$ cat src/design/mppl_pkg.sv
// Package for the memory pressure adaptive poller.
// Holds register indexes, interval and memory limits, state machine and record types.
// No dependencies.
`default_nettype none

package mppl_pkg;

   localparam int THR_W   = 21;
   localparam int IVL_W   = 20;
   localparam int MB_W    = 32;
   localparam int CNT_W   = 32;
   localparam int CSR_A_W = 3;

   localparam logic [THR_W-1:0] MAX_MEM_MB  = 21'd1048576;
   localparam logic [IVL_W-1:0] MIN_POLL_MS = 20'd500;
   localparam logic [IVL_W-1:0] MAX_POLL_MS = 20'd600000;

   localparam logic [THR_W-1:0] PHYS_THR_RST   = 21'd1024;
   localparam logic [THR_W-1:0] RAMP_WIN_RST   = 21'd1024;
   localparam logic [THR_W-1:0] COMMIT_THR_RST = 21'd0;
   localparam logic [IVL_W-1:0] MIN_IVL_RST    = 20'd500;
   localparam logic [IVL_W-1:0] MAX_IVL_RST    = 20'd3000;

   localparam logic [CSR_A_W-1:0] CSR_PHYS_THR   = 3'd0;
   localparam logic [CSR_A_W-1:0] CSR_RAMP_WIN   = 3'd1;
   localparam logic [CSR_A_W-1:0] CSR_COMMIT_THR = 3'd2;
   localparam logic [CSR_A_W-1:0] CSR_MIN_IVL    = 3'd3;
   localparam logic [CSR_A_W-1:0] CSR_MAX_IVL    = 3'd4;

   // Step counts of the bit-serial ramp unit
   localparam logic [4:0] SQ_STEPS  = 5'd21;
   localparam logic [4:0] MUL_STEPS = 5'd20;
   localparam logic [4:0] DIV_STEPS = 5'd20;

   typedef enum logic [1:0] {
      ST_IDLE,
      ST_CALC,
      ST_FINISH
   } mppl_state_type;

   typedef enum logic [2:0] {
      PH_IDLE,
      PH_SQUARE,
      PH_MULT,
      PH_LOAD,
      PH_DIV,
      PH_DONE
   } mppl_phase_type;

   // Operands of one ramp evaluation: offset above threshold, window, interval span
   typedef struct packed {
      logic [IVL_W-1:0] x;
      logic [THR_W-1:0] win;
      logic [IVL_W-1:0] span;
   } mppl_ramp_op_type;

   typedef struct packed {
      logic [CNT_W-1:0] count;
      logic             recovered;
      logic             report;
      logic             unload;
      logic             entered;
      logic             commit_low;
      logic             phys_low;
      logic             pressure;
   } mppl_flags_type;

endpackage

`default_nettype wire

$ cat src/design/mppl_ramp.sv
// Bit-serial ramp unit: span * x^2 / win^2, one bit per cycle per phase.
// Squares, multiply and restoring divide each use their own shift registers; uses mppl_pkg.
`default_nettype none

module mppl_ramp (
   input  logic                       clock,
   input  logic                       reset,
   input  logic                       start,
   input  mppl_pkg::mppl_ramp_op_type op,
   output logic                       done,
   output logic [19:0]                quot
);
   import mppl_pkg::*;

   mppl_phase_type phase_ff, phase_in;
   logic [4:0]  cnt_ff, cnt_in;
   logic [20:0] x_ff, win_ff;
   logic [20:0] xsh_ff, wsh_ff;
   logic [19:0] ssh_ff;
   logic [39:0] xsq_ff, xsq_in;
   logic [40:0] wsq_ff, wsq_in;
   logic [59:0] prod_ff, prod_in;
   logic [40:0] rem_ff, rem_in;
   logic [19:0] nsh_ff;
   logic [19:0] quot_ff;
   logic [41:0] trial, diff;
   logic        ge;

   // next phase
   always_comb begin
      phase_in = phase_ff;
      unique case (phase_ff)
         PH_IDLE:   if (start) phase_in = PH_SQUARE;
         PH_SQUARE: if (cnt_ff == SQ_STEPS - 5'd1) phase_in = PH_MULT;
         PH_MULT:   if (cnt_ff == MUL_STEPS - 5'd1) phase_in = PH_LOAD;
         PH_LOAD:   phase_in = PH_DIV;
         PH_DIV:    if (cnt_ff == DIV_STEPS - 5'd1) phase_in = PH_DONE;
         PH_DONE:   phase_in = PH_IDLE;
         default:   phase_in = PH_IDLE;
      endcase
   end

   // outputs
   always_comb begin
      done = (phase_ff == PH_DONE);
      quot = quot_ff;
   end

   // shift-add and shift-subtract steps
   always_comb begin
      cnt_in = (phase_in != phase_ff) ? 5'd0 : cnt_ff + 5'd1;
      xsq_in = {xsq_ff[38:0], 1'b0} + (xsh_ff[20] ? {19'd0, x_ff} : 40'd0);
      wsq_in = {wsq_ff[39:0], 1'b0} + (wsh_ff[20] ? {20'd0, win_ff} : 41'd0);
      prod_in = {prod_ff[58:0], 1'b0} + (ssh_ff[19] ? {20'd0, xsq_ff} : 60'd0);
      trial = {rem_ff, nsh_ff[19]};
      diff = trial - {1'b0, wsq_ff};
      ge = (trial >= {1'b0, wsq_ff});
      rem_in = ge ? diff[40:0] : trial[40:0];
   end

   always_ff @(posedge clock) begin
      if (reset) begin
         phase_ff <= PH_IDLE;
         cnt_ff <= 5'd0;
      end else begin
         phase_ff <= phase_in;
         cnt_ff <= cnt_in;
      end
   end

   always_ff @(posedge clock) begin
      case (phase_ff)
         PH_IDLE: begin
            if (start) begin
               x_ff <= {1'b0, op.x};
               xsh_ff <= {1'b0, op.x};
               win_ff <= op.win;
               wsh_ff <= op.win;
               ssh_ff <= op.span;
               xsq_ff <= '0;
               wsq_ff <= '0;
               prod_ff <= '0;
            end
         end
         PH_SQUARE: begin
            xsq_ff <= xsq_in;
            wsq_ff <= wsq_in;
            xsh_ff <= {xsh_ff[19:0], 1'b0};
            wsh_ff <= {wsh_ff[19:0], 1'b0};
         end
         PH_MULT: begin
            prod_ff <= prod_in;
            ssh_ff <= {ssh_ff[18:0], 1'b0};
         end
         PH_LOAD: begin
            // quotient fits 20 bits, so the top 40 bits are already below the divisor
            rem_ff <= {1'b0, prod_ff[59:20]};
            nsh_ff <= prod_ff[19:0];
         end
         PH_DIV: begin
            rem_ff <= rem_in;
            nsh_ff <= {nsh_ff[18:0], 1'b0};
            quot_ff <= {quot_ff[18:0], ge};
         end
         default: ;
      endcase
   end

`ifndef SYNTHESIS
   a_off_below_win: assert property (@(posedge clock) disable iff (reset)
      phase_ff == PH_SQUARE |-> x_ff < win_ff)
      else $error("ramp offset not below window");
   a_sq_order: assert property (@(posedge clock) disable iff (reset)
      phase_ff == PH_MULT |-> {1'b0, xsq_ff} < wsq_ff)
      else $error("offset square not below window square");
   a_rem_bound: assert property (@(posedge clock) disable iff (reset)
      phase_ff == PH_DIV |-> rem_ff < wsq_ff)
      else $error("partial remainder out of range");
`endif

endmodule

`default_nettype wire

$ cat src/design/memory_pressure_adaptive_poller.sv
// Top level of the memory pressure adaptive poller.
// Pressure tracking, config registers and result register; uses mppl_pkg and mppl_ramp.
//
// Usage:
//  - req channel: one memory sample per transfer. req_tuser is sample_ok,
//    req_tdata holds avail_phys_mb [31:0] and avail_commit_mb [63:32].
//  - rsp channel: exactly one result per sample, in order.
//  - csr channel: register index on csr_addr, value on csr_wdata; always ready.
//    Write only while no sample is in flight.
//  - After acceptance, a minimum or maximum interval goes through the finish
//    state into the output register; one on the quadratic ramp first passes
//    through squaring, multiply, remainder load, restoring divide and the
//    done phase, then the finish state and the output register.
//  - One sample at a time: the next is taken once the previous one has moved
//    into the output register.
//  - The output register holds a result while rsp_tready is low; a new sample
//    may be accepted and computed meanwhile, and waits for the register.
//  - Reset (synchronous) clears pressure, the report latch, the event count,
//    the output valid flag, returns to idle and loads the default configuration.
`default_nettype none

module memory_pressure_adaptive_poller (
   input  logic        clock,
   input  logic        reset,
   input  logic        req_tvalid,
   output logic        req_tready,
   input  logic [63:0] req_tdata,   // avail_phys_mb[31:0], avail_commit_mb[63:32]
   input  logic        req_tuser,   // sample_ok
   output logic        rsp_tvalid,
   input  logic        rsp_tready,
   output logic [63:0] rsp_tdata,   // interval_ms[19:0], pressure_now[20], phys_is_low[21],
                                    // commit_is_low[22], entered_pressure[23],
                                    // request_unload[24], request_report[25],
                                    // recovered[26], event_count[58:27], zero[63:59]
   input  logic        csr_valid,
   output logic        csr_ready,
   input  logic [2:0]  csr_addr,
   input  logic [20:0] csr_wdata
);
   import mppl_pkg::*;

   mppl_state_type state_ff, state_in;

   logic [THR_W-1:0] phys_thr_ff, ramp_win_ff, commit_thr_ff;
   logic [IVL_W-1:0] min_ivl_ff, max_ivl_ff;

   logic             press_ff, saved_ff;
   logic [CNT_W-1:0] count_ff;

   mppl_flags_type   res_ff, res_in;
   logic [IVL_W-1:0] ivl_ff;

   logic             rsp_tvalid_ff;
   mppl_flags_type   out_res_ff;
   logic [IVL_W-1:0] out_ivl_ff;

   logic             req_fire, out_free, load_out;
   logic [MB_W-1:0]  phys, commit;
   logic             valid, low, press_in;
   logic [THR_W-1:0] eff_thr, eff_win;
   logic [IVL_W-1:0] eff_min, eff_max;
   logic [THR_W:0]   thr_plus_win;
   logic             use_ramp, ramp_start, ramp_done;
   logic [IVL_W-1:0] ramp_quot;
   mppl_ramp_op_type ramp_op;

   assign phys   = req_tdata[31:0];
   assign commit = req_tdata[63:32];
   assign valid  = req_tuser;

   // effective configuration
   always_comb begin
      eff_thr = (phys_thr_ff > MAX_MEM_MB) ? MAX_MEM_MB : phys_thr_ff;
      eff_win = (ramp_win_ff > MAX_MEM_MB) ? MAX_MEM_MB : ramp_win_ff;
      if (min_ivl_ff < MIN_POLL_MS) eff_min = MIN_POLL_MS;
      else if (min_ivl_ff > MAX_POLL_MS) eff_min = MAX_POLL_MS;
      else eff_min = min_ivl_ff;
      if (max_ivl_ff < eff_min) eff_max = eff_min;
      else if (max_ivl_ff > MAX_POLL_MS) eff_max = MAX_POLL_MS;
      else eff_max = max_ivl_ff;
      thr_plus_win = {1'b0, eff_thr} + {1'b0, eff_win};
   end

   // sample evaluation
   always_comb begin
      res_in.phys_low = valid && (eff_thr != '0) && (phys <= {11'd0, eff_thr});
      res_in.commit_low = valid && (commit_thr_ff != '0) && (commit <= {11'd0, commit_thr_ff});
      low = res_in.phys_low || res_in.commit_low;
      press_in = valid ? low : press_ff;
      res_in.pressure = press_in;
      res_in.entered = valid && low && !press_ff;
      res_in.report = valid && low && !saved_ff;
      res_in.unload = valid && low;
      res_in.recovered = valid && !low && press_ff;
      res_in.count = count_ff + {{(CNT_W-1){1'b0}}, res_in.entered};
      use_ramp = !press_in && valid && (eff_thr != '0) && (eff_win != '0)
                 && (phys > {11'd0, eff_thr}) && (phys < {10'd0, thr_plus_win});
      ramp_op.x = phys[IVL_W-1:0] - eff_thr[IVL_W-1:0];
      ramp_op.win = eff_win;
      ramp_op.span = eff_max - eff_min;
   end

   assign req_fire = req_tvalid && req_tready;
   assign out_free = !rsp_tvalid_ff || rsp_tready;

   // next state
   always_comb begin
      state_in = state_ff;
      unique case (state_ff)
         ST_IDLE:   if (req_tvalid) state_in = use_ramp ? ST_CALC : ST_FINISH;
         ST_CALC:   if (ramp_done) state_in = ST_FINISH;
         ST_FINISH: if (out_free) state_in = ST_IDLE;
         default:   state_in = ST_IDLE;
      endcase
   end

   // state outputs
   always_comb begin
      req_tready = (state_ff == ST_IDLE);
      ramp_start = (state_ff == ST_IDLE) && req_tvalid && use_ramp;
      load_out = (state_ff == ST_FINISH) && out_free;
   end

   mppl_ramp u_ramp (
      .clock (clock),
      .reset (reset),
      .start (ramp_start),
      .op    (ramp_op),
      .done  (ramp_done),
      .quot  (ramp_quot)
   );

   always_ff @(posedge clock) begin
      if (reset) begin
         state_ff <= ST_IDLE;
         press_ff <= 1'b0;
         saved_ff <= 1'b0;
         count_ff <= '0;
         rsp_tvalid_ff <= 1'b0;
         phys_thr_ff <= PHYS_THR_RST;
         ramp_win_ff <= RAMP_WIN_RST;
         commit_thr_ff <= COMMIT_THR_RST;
         min_ivl_ff <= MIN_IVL_RST;
         max_ivl_ff <= MAX_IVL_RST;
      end else begin
         state_ff <= state_in;
         if (req_fire) begin
            press_ff <= press_in;
            // report latch is armed on a healthy sample, set on a low one
            if (valid) saved_ff <= low;
            count_ff <= res_in.count;
         end
         if (load_out) rsp_tvalid_ff <= 1'b1;
         else if (rsp_tready) rsp_tvalid_ff <= 1'b0;
         if (csr_valid && csr_ready) begin
            unique case (csr_addr)
               CSR_PHYS_THR:   phys_thr_ff <= csr_wdata;
               CSR_RAMP_WIN:   ramp_win_ff <= csr_wdata;
               CSR_COMMIT_THR: commit_thr_ff <= csr_wdata;
               CSR_MIN_IVL:    min_ivl_ff <= csr_wdata[IVL_W-1:0];
               CSR_MAX_IVL:    max_ivl_ff <= csr_wdata[IVL_W-1:0];
               default: ;
            endcase
         end
      end
   end

   always_ff @(posedge clock) begin
      if (req_fire) begin
         res_ff <= res_in;
         ivl_ff <= press_in ? eff_min : eff_max;
      end else if (state_ff == ST_CALC && ramp_done) begin
         ivl_ff <= eff_min + ramp_quot;
      end
      if (load_out) begin
         out_res_ff <= res_ff;
         out_ivl_ff <= ivl_ff;
      end
   end

   assign csr_ready  = 1'b1;
   assign rsp_tvalid = rsp_tvalid_ff;
   assign rsp_tdata  = {5'd0, out_res_ff, out_ivl_ff};

`ifndef SYNTHESIS
   a_done_in_calc: assert property (@(posedge clock) disable iff (reset)
      ramp_done |-> state_ff == ST_CALC)
      else $error("ramp result outside calc state");
   a_latch_tracks: assert property (@(posedge clock) disable iff (reset)
      saved_ff == press_ff)
      else $error("report latch out of step with pressure");
   a_entry_pressed: assert property (@(posedge clock) disable iff (reset)
      rsp_tvalid_ff && out_res_ff.entered |-> out_res_ff.pressure)
      else $error("pressure entry without pressure");
   a_recov_clear: assert property (@(posedge clock) disable iff (reset)
      rsp_tvalid_ff && out_res_ff.recovered |-> !out_res_ff.pressure && !out_res_ff.unload)
      else $error("recovery while pressured");
`endif

endmodule

`default_nettype wire
$ cat config.mk
export PLATFORM = sky130hd
export DESIGN_NAME = memory_pressure_adaptive_poller
export DESIGN_NICKNAME = d
export VERILOG_FILES = /design/src/design/mppl_pkg.sv /design/src/design/mppl_ramp.sv /design/src/design/memory_pressure_adaptive_poller.sv
export SDC_FILE = /design/constraint.sdc
export NUM_CORES = 2
export LEC_CHECK = 0
export ABC_CLOCK_PERIOD_IN_PS = 7810
export BUFFER_PORTS_ARGS = -buffer_cell sky130_fd_sc_hd__buf_2
export CAP_MARGIN = 20
export CELL_PAD_IN_SITES_DETAIL_PLACEMENT = 0
export CELL_PAD_IN_SITES_GLOBAL_PLACEMENT = 1
export CORE_UTILIZATION = 44
export DETAILED_ROUTE_END_ITERATION = 7
export GPL_TIMING_DRIVEN = 0
export HOLD_SLACK_MARGIN = 0.05
export PLACE_DENSITY_LB_ADDON = 0.1
export SLEW_MARGIN = 20
export SYNTH_ARGS = -nofsm -noshare
export SYNTH_HDL_FRONTEND = slang
export SYNTH_SLANG_ARGS = --single-unit
$ cat constraint.sdc
create_clock -name clock -period 7.81 [get_ports clock]
set_clock_uncertainty 0.05 [all_clocks]
set_input_delay 0.781 -clock clock [delete_from_list [all_inputs] [get_ports clock]]
set_output_delay 0.781 -clock clock [all_outputs]
set_load 0.01 [all_outputs]
==> run summary <==
Max transition margin - 0.267
Buffers on Ports - 154
Synth Register Bits - 591
maximum clock rate - 0.138 GHz
Cell Int Power - 5.49 mW
Post-synth EDFFs - 443
cell area after synthesis - 35,600 µm²
critical path type - flop to flop
share of cells above drive strength 1 - 0.0957
setup ws final - 0.560 ns
Net Sw Power - 1.81 mW
clk root buf - clkbuf_16
Layout Area Growth over Synthesis - 13.1%
sequential share of power - 0.473
WL per Instance - 19.9 µm
startpoint types - flop
share of the synthesized area in the top cell type - 0.374
initial DRC count - 1,614
CTS tree - done
Slew @ Worst Pin - 1.10 ns
Max Cap Viol - 0
die area - 82,100 µm²
clock share of power - 0.435
worst r2r src - ramp_win_ff[20]
Total Nets Final - 4,338
largest area contributor in the synthesized netlist - edfxtp_1
core area - 79,500 µm²
dominant synthesized flop cell - edfxtp_1
largest net degree at the start of global routing - 62
Hold Path Cell Cnt - 0
Req. time, crit path - 8.04 ns
Sw Share - 0.248
Detailed Route WL - 101 mm
top sig layer - met4
I/O Pins - 161
grt ovf - 0
Logic pwr share - 0.092
met3 wire length - 3.40 mm
CP Max Fanout - 61
min-delay src - ivl_ff[7]
first-pass GRT wire length - 156 mm
placed cell areas - 38,000 µm²
Critical path origin - ramp_win_ff[20]
routed wl met2 - 49.6 mm
smallest hold slack - 0.364 ns
Post-Synthesis Cells - 3,730
CTS Sinks - 591
First-pass DRT Iterations - 7
Rows - 103
final worst-path cycle share - 0.928
fin. max-slew vios - 0
clock buffer count from CTS - 68
Worst-Skew Late Latency - 0.62 ns
WL met1 - 45.9 mm
clk buf depth - 3
Period minus WS final - 7.25 ns
placed insts - 4,948
pre-CTS setup slack - -0.557 ns
post-route cell area - 40,300 µm²
Leak - 16.2 nW
x dimension of the die - 286 µm
Area contributors post-synth - edfxtp_1, ha_1, dfxtp_1
crit end category - flop
power per cell area - 181 nW/µm²
RSZ-0062 raised after global routing - false
vias in the first global route - 26,898
Post-Layout Cell Count - 5,074
status - complete, no violations
final setup vio count - 0
hpwl dp - 77.4 mm
post-synthesis average cell area - 9.55 µm²
# DRC - 0
H-tree level count - 3
DRT antenna net count - 0
Async SR Flop Fraction - 0
vias per std cell - 5.43
via count - 27,530
Final Hold Viols - 0
total power - 7.30 mW
Reg clk slew, reported paths - 0.06 ns
VDD IR max - 133 µV
DIE HEIGHT - 286 µm
top-count cell post-synth - nand2_1
GRT Util Overall - 0.244
Yosys cell types - 102
initial antenna violation count - 0
Starting Density - 0.448
GPL Wtd Cong - 0.889
sequential share of the synthesized area - 0.457
crit path DAT - 7.48 ns
synth warn - 0
Hold WC Path Type - flop to flop
top cells by count, synth - nand2_1, edfxtp_1, nor2_1
Worst Reg-to-Reg Cells - 24
-- cell usage in the layout (no fill, tap or decap), types with 11 or more instances in the layout --
cell type  netlist  final
a211oi_1        19     19
a21boi_0        11     11
a21o_1         109    109
a21oi_1        314    312
a31oi_1         25     25
and2_1         105    105
and3_1          37     37
buf_1           16     16
buf_2           12    166
buf_4            9     13
clkbuf_1        90     98
clkbuf_16        0     68
clkinv_2         0     17
dfxtp_1        148    147
edfxtp_1       443    443
ha_1           264    264
inv_1          174    173
mux2_2          26     26
nand2_1        551    549
nand2b_1        39     39
nand3_1         84     84
nand3b_1        18     18
nand4_1         38     38
nor2_1         327    327
nor2b_1         60     59
nor3_1          57     57
nor3b_1         14     14
nor4_1          37     37
o21a_1          35     35
o21ai_0        146    144
o21ai_1         13     14
o21bai_1        27     27
or2_2           13     13
or3_1           27     27
xnor2_1        131    131
xor2_1         116    116
-- final cells by class --
class / instances / area [µm²]
multi-input combinational: 2839 / 18300
buffer: 128 / 541
tap: 1050 / 1310
antenna: 1 / 2.50
inverter: 176 / 661
fill: 7536 / 39200
clock inverter: 37 / 407
clock buffer: 84 / 1800
sequential: 591 / 16300
timing repair buffer: 168 / 1050
-- logic make-up after synthesis --
family,synth area share
other,0.000211
and+or+nand+nor,0.191
AOI/OAI and AO/OA,0.149
buffers and inverters,0.0336
DFF,0.457
adders and majority gates,0.0973
xor gates and xnor gates,0.0608
muxes,0.0110
-- layer usage --
metal | global-route usage | vias to the layer above
li1 | - | 13808
met1 | 0.324 | 13116
met2 | 0.423 | 489
met3 | 0.0252 | 117
met4 | 0.0660 | 0
met5 | 0 | -
-- worst max-delay path, cell delays in order, from the launching register on --
cell	delay, ns
dfxtp_2	0.48
clkbuf_4	0.33
nor2b_1	0.11
ha_1	0.24
fa_1	0.41
a21o_1	0.17
a21oi_1	0.26
o21ai_1	0.15
a41oi_2	0.27
o21ai_1	0.16
or4_1	0.45
a31oi_2	0.24
nor2b_1	0.07
o21a_1	0.18
o41a_1	0.32
xnor2_1	0.14
ha_1	0.18
a2111oi_0	0.35
and3_1	0.24
nand2b_1	0.08
a21oi_2	0.30
nand4_1	0.35
or4_4	0.64
nand2_8	0.32
buf_16	0.33
-- final timing paths --
check                                    endpoint  slack, ns
worst max register to register  u_ramp.wsq_ff[23]       0.56
worst min register to register      out_ivl_ff[7]       0.36
worst max-delay path            u_ramp.wsq_ff[23]       0.56
worst min-delay path                out_ivl_ff[7]       0.36
-- sequential cells by signal, summed over array words and instances (netlist names), 32 cells and up --
| signal | cells |
|---|---|
| rsp_tdata | 39 |
| u_ramp.rem_ff | 41 |
| u_ramp.prod_ff | 60 |
| res_ff | 39 |
| count_ff | 32 |
| u_ramp.wsq_ff | 41 |
| u_ramp.xsq_ff | 40 |
-- through the flow --
stage | TNS, ns | utilization
final | 0 | 0.507
after global routing | 0 | 0.507
after CTS | 0 | 0.506
after detailed placement | -80.93 | 0.478
after global placement | -548.36 | 0.474
after floorplan | 0 | -
-- power by group through the flow --
| stage | registers (mW) | clock network (mW) | logic (mW) |
|---|---|---|---|
| after global routing | 3.46 | 3.38 | 0.739 |
| after CTS | 3.45 | 3.25 | 0.658 |
| after floorplan | 3.52 | 0 | 0.428 |
| after detailed placement | 3.52 | 0 | 0.656 |
| after global placement | 3.52 | 0 | 0.648 |
| final | 3.45 | 3.18 | 0.668 |
-- timing repair --
action / CTS / global route
setup buffers: 0 / 4
endpoints found under the setup margin: 232 / 202
resized for setup: 3 / 6
pin swaps: 0 / 1
hold buffers: 0 / 0
gates cloned: 1 / 0
(Power assumes the default switching activity.)
